`config.mk`:
```
export PLATFORM = sky130hd
export DESIGN_NAME = mfde_front
export DESIGN_NICKNAME = d
export VERILOG_FILES = /design/src/sv/mfde_pkg.sv /design/src/sv/mfde_front.sv
export SDC_FILE = /design/constraint.sdc
export NUM_CORES = 1
export LEC_CHECK = 0
export BUFFER_PORTS_ARGS = -buffer_cell sky130_fd_sc_hd__buf_2
export CORE_UTILIZATION = 25
export CTS_CLUSTER_DIAMETER = 120
export DETAILED_ROUTE_END_ITERATION = 8
export MAX_ROUTING_LAYER = met4
export PLACE_DENSITY_LB_ADDON = 0.15
export SETUP_SLACK_MARGIN = 0.2
export SLEW_MARGIN = 15
export SYNTH_ARGS = -nofsm -noshare
export SYNTH_HDL_FRONTEND = slang
export SYNTH_SLANG_ARGS = --single-unit
```
`constraint.sdc`:
```
create_clock -name clk_i -period 2.5 [get_ports clk_i]
set_clock_uncertainty 0.2 [all_clocks]
set_input_delay 0.25 -clock clk_i [delete_from_list [all_inputs] [get_ports clk_i]]
set_output_delay 0.25 -clock clk_i [all_outputs]
set_load 0.02 [all_outputs]
```
`src/sv/mfde_pkg.sv`:
```
// Shared types and constants for the framebuffer draw engine.
package mfde_pkg;

  localparam int unsigned SCREEN_WIDTH_DEF  = 128;
  localparam int unsigned SCREEN_HEIGHT_DEF = 64;
  localparam int unsigned STORE_DEPTH       = 1024;
  localparam int unsigned ADDR_W            = 10;

  // Request codes.
  typedef enum logic [2:0] {
    REQ_PIXEL  = 3'd0,
    REQ_LINE   = 3'd1,
    REQ_RECT   = 3'd2,
    REQ_FILL   = 3'd3,
    REQ_SCREEN = 3'd4,
    REQ_READ   = 3'd5
  } req_e;

  // Classified command handed from the front end to the back end.
  typedef struct packed {
    logic [2:0] req;
    logic [6:0] x_a;
    logic [5:0] y_a;
    logic [6:0] x_b;
    logic [5:0] y_b;
    logic [7:0] w;
    logic [6:0] h;
    logic       val;
    logic [9:0] idx;
  } cmd_t;

endpackage

```
`src/sv/mfde_front.sv`:
```
// Front end: accepts commands and queues them for the back end.
module mfde_front (
  input  logic           clk_i,
  input  logic           rst_ni,
  input  logic           start_i,
  input  mfde_pkg::cmd_t cmd_i,
  output logic           busy_o,
  output logic           q_valid_o,
  output mfde_pkg::cmd_t q_cmd_o,
  input  logic           q_pop_i
);

  // Two-entry queue.
  mfde_pkg::cmd_t mem_q [2];
  logic           wp_q, rp_q, wp_d, rp_d;
  logic [1:0]     cnt_q, cnt_d;
  logic           push;

  assign busy_o    = (cnt_q == 2'd2);
  assign push      = start_i && !busy_o;
  assign q_valid_o = (cnt_q != 2'd0);
  assign q_cmd_o   = mem_q[rp_q];

  always_comb begin
    wp_d  = wp_q ^ push;
    rp_d  = rp_q ^ q_pop_i;
    cnt_d = cnt_q + {1'b0, push} - {1'b0, q_pop_i};
  end

  always_ff @(posedge clk_i or negedge rst_ni) begin
    if (!rst_ni) begin
      wp_q  <= 1'b0;
      rp_q  <= 1'b0;
      cnt_q <= 2'd0;
    end else begin
      wp_q  <= wp_d;
      rp_q  <= rp_d;
      cnt_q <= cnt_d;
    end
  end

  always_ff @(posedge clk_i) begin
    if (push) begin
      mem_q[wp_q] <= cmd_i;
    end
  end

endmodule

```
After elaboration in Yosys (flattened, before gate mapping)
Memory sizes are Yosys's and may differ from the RTL's. Index checks and enable logic that the tools add are counted.

Add/sub/neg operators: 2. Multiply operators: 0. Div/mod/pow operators: 0. $lt $le $gt $ge: 0. Eq/ne operators: 1. Shift-type cells: 0. Muxes and demuxes: 2. Bitwise gates (word level): 2. Reductions and logical operators: 3.

Operators with widths (count): $add 2x1->2 (1); $eq 2x2->1 const B (1); $mux 1 (2); $reduce_bool 2->1 (1); $sub 2x1->2 (1); $xor 1x1->1 (2); $logic_and 1x1->1 (1); $logic_not 1->1 (1).

Register bits after elaboration: 4. Bits in latches: 0. Memory bits (writable): 110. Bits in read-only memories: 0. Input bits: 59. Output and inout bits: 57. Memories kept: 1.

Memories: mem_q (words 2, width 55, read ports 1, clocked after Yosys merged registers in 0, wr ports 1, line mfde_front.sv:14) `mfde_pkg::cmd_t mem_q [2];`.

Longest topological paths before layout
Gate-level depths: netlist of the first run.

Word-level depth: 5. Gate-level depth with buffers: 7. Gate-level depth less buffers: 7.

Least setup slack after synthesis of the first run
OpenSTA, ideal clock, no wires.

Kind: reg2reg. Start: register cnt_q[1]. End: memory mem_q[1][0] (netlist name), enable pin. Arrival: 1979 ps. Data required time: 1881 ps. Path slack: -97 ps. Cell stages (with the launch flop): 4. Period minus slack after synthesis: 2597 ps. Cell sequence: dfrtp_1 > nand2b_1 > and2_1 > ha_1.

Word-level cells in the longest chain between the ends: 5.

RTL lines: start, declared (line mfde_front.sv:16) `logic [1:0] cnt_q, cnt_d;`; start signal, assigned (line mfde_front.sv:38) `cnt_q <= cnt_d;`; $eq 2x2->1 (line mfde_front.sv:19) `assign busy_o = (cnt_q == 2'd2);`; $logic_not 1->1 (line mfde_front.sv:20) `assign push = start_i && !busy_o;`; $logic_and 1x1->1 (line mfde_front.sv:20); $mux 1 (line mfde_front.sv:43) `if (push) begin`; $mux 1 (implied by the code) (line mfde_front.sv:44) `mem_q[wp_q] <= cmd_i;`; end, declared (line mfde_front.sv:14).

No other way between the ends.

==> results of run 1 <==
-- through the flow --
step	total power, mW	area, sq um
after floorplan	4.52	4350
after global placement	5.24	5230
after detailed placement	5.25	5230
after CTS	7.71	6390
after global routing	7.95	6390
final	7.56	6390
-- worst min-delay path, stage by stage --
cell	delay, ns
buf_2	0.09
and2_1	0.16
ha_2	0.15
inv_1	0.03
-- state kept, by name, summed over array words and instances (netlist names) --
signal / cells
cnt_q: 2
mem_q: 110
rp_q: 1
wp_q: 1
-- kinds of logic (layout without fill, tap and decap cells) --
group,count (synthesis),count (layout)
XOR/XNOR,3,3
adder cells (fa/ha/maj),4,4
buffers and inverters,10,215
flip-flops,114,114
multiplexers,55,55
AND/OR/NAND/NOR,4,4
-- report_power, final --
part | switching [mW] | internal [mW]
registers | 0.106 | 2.62
logic | 1.38 | 1.12
clock network | 0.794 | 1.55
-- how the worst min path moves through the flow --
stage               startpoint                 end  slack (ns)  cells past startpoint
finish                 start_i      wp_q$_DFF_PN0_        0.11                      4
global route           start_i      wp_q$_DFF_PN0_        0.14                      4
CTS                    start_i      wp_q$_DFF_PN0_        0.09                      4
detailed placement      rst_ni  cnt_q[0]$_DFF_PN0_       -0.14                      1
global placement        rst_ni  cnt_q[0]$_DFF_PN0_       -0.13                      1
floorplan               rst_ni  cnt_q[0]$_DFF_PN0_       -0.25                      0
-- timing repair --
item / CTS / global route
hold endpoints to repair: 115 / 0
hold buffers: 58 / 0
endpoints found under the setup margin: 12 / 0
gates resized for setup: 1 / 0
-- layer usage --
layer / routed length (um) / up-vias / part of all wire [%] / global-route usage (%)
met4: 133 / 0 / 1.6 / 5.11
met1: 3440 / 1159 / 41 / 10.2
met2: 4230 / 82 / 51 / 17.2
met5: 0 / - / 0 / -
li1: - / 1132 / - / -
met3: 547 / 11 / 6.6 / 4.61
-- area by class of cell --
class	count	area share, %
clock buffers	20	6.83
clock inverters	12	2.19
multi-input cells	66	13.7
repair buffers	179	19.4
inverters	4	0.235
flip-flops and latches	114	53.3
well taps	220	4.31
-- cell usage in the layout, fill, tap and decap left out --
master / synthesis / layout
and2_1: 1 / 1
buf_12: 0 / 3
buf_2: 1 / 115
buf_4: 0 / 2
buf_6: 5 / 1
bufinv_16: 0 / 3
clkbuf_1: 0 / 3
clkbuf_16: 0 / 17
clkinv_1: 0 / 2
clkinv_2: 0 / 4
clkinvlp_4: 0 / 3
dfrtp_1: 4 / 3
dfrtp_4: 0 / 1
dlygate4sd3_1: 0 / 58
edfxtp_1: 110 / 110
ha_1: 4 / 2
ha_2: 0 / 2
inv_1: 4 / 4
mux2_2: 15 / 15
mux2_4: 40 / 40
nand2_1: 1 / 1
nand2b_1: 1 / 1
or2_2: 1 / 1
xnor2_1: 2 / 2
xor2_1: 1 / 1
==> results.txt, run 1 <==
status = finished, final reports clean
sequential fraction of the synthesis area = 78.3%
Die Y = 134 um
DR DRC count = 0
gpl congestion = 0.660
Synth Area in Simple Gates = 0.518%
total wire length = 8.35 mm
clk slew on worst S/H paths = 0.05 ns
leakage = 2.54 nW
R2R Path Start = cnt_q[1]$_DFF_PN0_
share of the synthesized area in the top cell type = 76.0%
number of enable flip-flop cells after synthesis = 110
critical path's top delay family = buffers and inverters
pre-CTS WS = 0.599 ns
unrepaired setup endpoints after global routing = no
Synth area leaders = edfxtp_1, mux2_4, mux2_2
largest stage delay on the critical path = 0.43 ns
register area = 3410 sq um
most numerous cell in the Yosys netlist = edfxtp_1
Synth Instances = 190
vias in the first global route = 2523
CP Launch Point = rp_q$_DFF_PN0_
postcts setup bufs = 0
vias per cell = 3.88
CTS tree = built
Post-synth top cells = edfxtp_1, mux2_4, mux2_2, buf_6
Final Hold Vio Count = 0
Tightest Pin Transition = 0.376 ns
FF+latch count, synth = 114
final std cells w/o fill = 615
Die Wd = 134 um
core box area = 16800 sq um
count of pins over their slew limit = 0
depth of the most critical reg-to-reg path = 4
CTS sink count = 114
worst reg-to-reg setup slack = 0.79 ns
GRT overflow = 0
Final Cycle Share = 86.9%
YS warnings = 0
Synth Net Count = 253
initial antenna violation count = 0
synthesized area per cell = 22.9 sq um
Max Clk Rate = 461 MHz
fin util = 38.1%
main combinational cell family by area after synthesis = multiplexers
antenna cells = 0
Slew headroom = 74.9%
die footprint = 17900 sq um
slowest cell on the critical path = dfrtp_4
num rows = 47
first drt pass iteration count = 4
proportion of synthesized area in mux cells = 17.7%
critical path capture point type = primary output
Crit Path Category = register to primary output
initial DRC count = 73
min-delay worst type = input port to register
CTS buffer count = 17
pwr dens = 1180 nW/um^2
RR Endpoint = mem_q[0][45]$_DFFE_PP_
Syn Std Cell Area = 4350 sq um
CP Data Arrival Time = 1.72 ns
initial core utilization = 25.9%
WP data required = 2.05 ns
Finish-stage setup viols = 0
share of cells above drive strength 1 = 52.4%
CP Depth = 3
first-pass GRT wire length = 12.9 mm
Netlist cell types = 14
largest net degree at the start of global routing = 40
Inst Count DP = 525
WHS = 0.113 ns
worst-path cell chain = buf_6, mux2_2, buf_2
worst skew pair latency = 0.40 ns
CP max FO = 29
Synth Flop Type = edfxtp_1
CTS root buf = clkbuf_16
Routed Antenna Nets = 0
setup TNS = 0 ns
VDD IR max = 0.000428 V
Yosys top cell by area = edfxtp_1
Tot GR Track Use = 10.3%
synthesis-to-finish area growth = 47.0%
Worst Setup Start Kind = register
max-cap violations = 0
Tmin final = 2.17 ns
area of the multi-input gates = 873 sq um
asr flop ratio synth = 3.51%
fin nets = 445
critical path buffer and inverter count = 2
Adder-Cell Fraction of Synth Area = 1.15%
drt wl/cell = 13.6 um
H-tree Lvls = 4
vias after detailed routing = 2384
post-synthesis compound-gate area fraction = 0%
Post-DP HPWL = 5.02 mm
end of the critical path = q_cmd_o[50]
Fillers = 1600
setup ws final = 0.328 ns
Port Buffers = 115
xor/xnor share of the synthesized area = 0.604%
num ports = 116
CTS Buffer Depth = 2
(Power assumes the default switching activity.)
==> run 2: changes to the inputs <==
==> constraint.sdc (replaced) <==
create_clock -name clk_i -period 2.3 [get_ports clk_i]
set_clock_uncertainty 0.2 [all_clocks]
set_input_delay 0.23 -clock clk_i [delete_from_list [all_inputs] [get_ports clk_i]]
set_output_delay 0.23 -clock clk_i [all_outputs]
set_load 0.02 [all_outputs]
==> run 2 against run 1 <==
Against the previous run: clock power down 3%; non-clock buffer count unchanged; final cell count down 0.16%; largest power group unchanged; largest cell class unchanged.
==> results.txt, run 2 (synthesized netlist as in run 1, its figures left out) <==
Tmin final = 2.05 ns
Max Clk Rate = 489 MHz
Tot GR Track Use = 10.8% (+0.42 points)
drt wl/cell = 13.9 um (+2.4%)
count of pins over their slew limit = 0 (unchanged)
worst skew pair latency = 0.40 ns (about the same)
depth of the most critical reg-to-reg path = 7 (+3)
Routed Antenna Nets = 0 (unchanged)
register area = 3410 sq um (unchanged)
Worst Setup Start Kind = register
Crit Path Category = register to primary output
Cell Int Power = 5.53 mW (+4.7%)
combinational power share = 34.4% (+1.4 points)
Tightest Pin Transition = 0.250 ns (-0.127 ns)
pwr dens = 1260 nW/um^2 (+6.3%)
most common cell after layout, fill and taps aside = buf_2
CP max FO = 27 (-6.9%)
H-tree Lvls = 4 (unchanged)
clk slew on worst S/H paths = 0.05 ns (about the same)
NetSw = 2.43 mW (+6.9%)
Regs by FF count = mem_q (110), cnt_q (2)
VDD IR max = 0.000599 V (+40%)
num rows = 47 (unchanged)
min-delay worst type = input port to register
clock power share = 28.4% (-2.6 points)
CTS root buf = clkbuf_16
Finish-stage setup viols = 0 (unchanged)
Die Y = 134 um (unchanged)
CTS buffer count = 17 (unchanged)
post-CTS sizing = 0 (-1)
CTS Buffer Depth = 2 (unchanged)
vias after detailed routing = 2369 (-0.63%)
Final Cycle Share = 89.0%
initial core utilization = 25.9% (unchanged)
switching share of power = 30.6% (+0.45 points)
Die Wd = 134 um (unchanged)
largest net degree at the start of global routing = 41 (+2.5%)
Port Buffers = 115 (unchanged)
vias in the first global route = 2597 (+2.9%)
hold depth = 4 (unchanged)
CP Data Arrival Time = 1.62 ns (-0.10 ns)
gpl congestion = 0.664 (+0.52%)
leakage = 2.52 nW (-0.69%)
initial DRC count = 58 (-21%)
critical path capture point type = primary output
fin nets = 445 (unchanged)
synthesis-to-finish area growth = 45.6%
design area = 6330 sq um (-0.90%)
CTS tree = built
status = finished, final reports clean
largest reg by FF count = mem_q
dpl cell area = 5240 sq um (+0.24%)
Slew headroom = 83.4% (+8.4 points)
slowest cell on the critical path = dfrtp_4
largest stage delay on the critical path = 0.44 ns (about the same)
commonest non-fill, non-tap cells in the layout = buf_2, edfxtp_1, dlygate4sd3_1
Largest register FFs = 110 (unchanged)
DR DRC count = 0 (unchanged)
WP data required = 1.87 ns (-0.18 ns)
WHS = 0.105 ns (-0.00784 ns)
share of cells above drive strength 1 = 51.5% (-0.88 points)
antenna cells = 0 (unchanged)
unrepaired setup endpoints after global routing = yes
first-pass GRT wire length = 13.5 mm (+5.2%)
die footprint = 17900 sq um (unchanged)
postcts setup bufs = 0 (unchanged)
worst-path cell chain = buf_12, mux2_2, buf_2
max-cap violations = 0 (unchanged)
CTS sink count = 114 (unchanged)
total wire length = 8.53 mm (+2.3%)
GRT overflow = 0 (unchanged)
Post-DP HPWL = 5.27 mm (+5.0%)
first drt pass iteration count = 4 (unchanged)
num ports = 116 (unchanged)
core box area = 16800 sq um (unchanged)
Final Hold Vio Count = 0 (unchanged)
area of the multi-input gates = 873 sq um (unchanged)
setup TNS = 0 ns (unchanged)
Fillers = 1606 (+0.38%)
initial antenna violation count = 0 (unchanged)
vias per cell = 3.86 (-0.47%)
Seq pwr share = 37.3% (+1.2 points)
## run 2: cell types whose count changed in the layout (fill, tap and decap cells not counted)
cell | before | now
clkinvlp_4 | 3 | 0
bufinv_16 | 3 | 1
clkbuf_1 | 3 | 5
buf_12 | 3 | 4
buf_6 | 1 | 0
clkinv_1 | 2 | 3
clkinv_2 | 4 | 5
## run 2: worst paths after layout
kind | startpoint | end | slack (ns)
max in group asynchronous | rst_ni | rp_q$_DFF_PN0_ | 1.19
setup reg to reg | cnt_q[1]$_DFF_PN0_ | cnt_q[1]$_DFF_PN0_ | 0.61
hold / removal | start_i | wp_q$_DFF_PN0_ | 0.11
min in group asynchronous | rst_ni | cnt_q[0]$_DFF_PN0_ | 0.51
setup / recovery | rp_q$_DFF_PN0_ | q_cmd_o[52] | 0.25
hold reg to reg | cnt_q[1]$_DFF_PN0_ | cnt_q[1]$_DFF_PN0_ | 0.31
## run 2: area by class of cell
cell class	instances	share of cell area, %
clock inverter	9	1.05
tap	220	4.35
inverter	4	0.237
clock buffer	22	7.01
timing repair buffer	179	19.8
multi-input combinational	66	13.8
sequential	114	53.8
## run 2: repair_timing
| action | CTS | global route |
|---|---|---|
| endpoints found under the hold margin | 115 | 0 |
| setup endpoints to repair | 0 | 14 |
| hold buffers | 58 | 0 |
## run 2: through the flow
stage | instances | util, % | worst slack, ns | total power [mW]
after floorplan | 190 | - | -0.297 | 4.92
after global placement | 525 | 31.3 | 0.613 | 5.73
after detailed placement | 525 | 31.3 | 0.593 | 5.75
after CTS | 614 | 37.8 | 0.204 | 8.14
after global routing | 614 | 37.8 | 0.180 | 8.40
final | 614 | 37.8 | 0.254 | 7.97
## run 2: per-layer routing
layer | wire (um) | global-route usage, %
met1 | 3710 | 12.1
met2 | 4100 | 16.4
met3 | 517 | 4.08
met4 | 202 | 6.06
met5 | 0 | -
## run 2: power by group through the flow
stage	clock network (mW)	logic [mW]	registers, mW
2_1_floorplan	0	1.93	2.99
3_3_place_gp	0	2.74	2.99
3_5_place_dp	0	2.74	3.01
4_1_cts	2.34	2.83	2.97
5_1_grt	2.43	2.96	3.01
6_report	2.26	2.74	2.97
## run 2: critical path, delay by kind of cell, from the launching register on
kind	cells	cell delay, ns
buffers and inverters	2	0.39
flip-flops	1	0.44
multiplexers	1	0.36
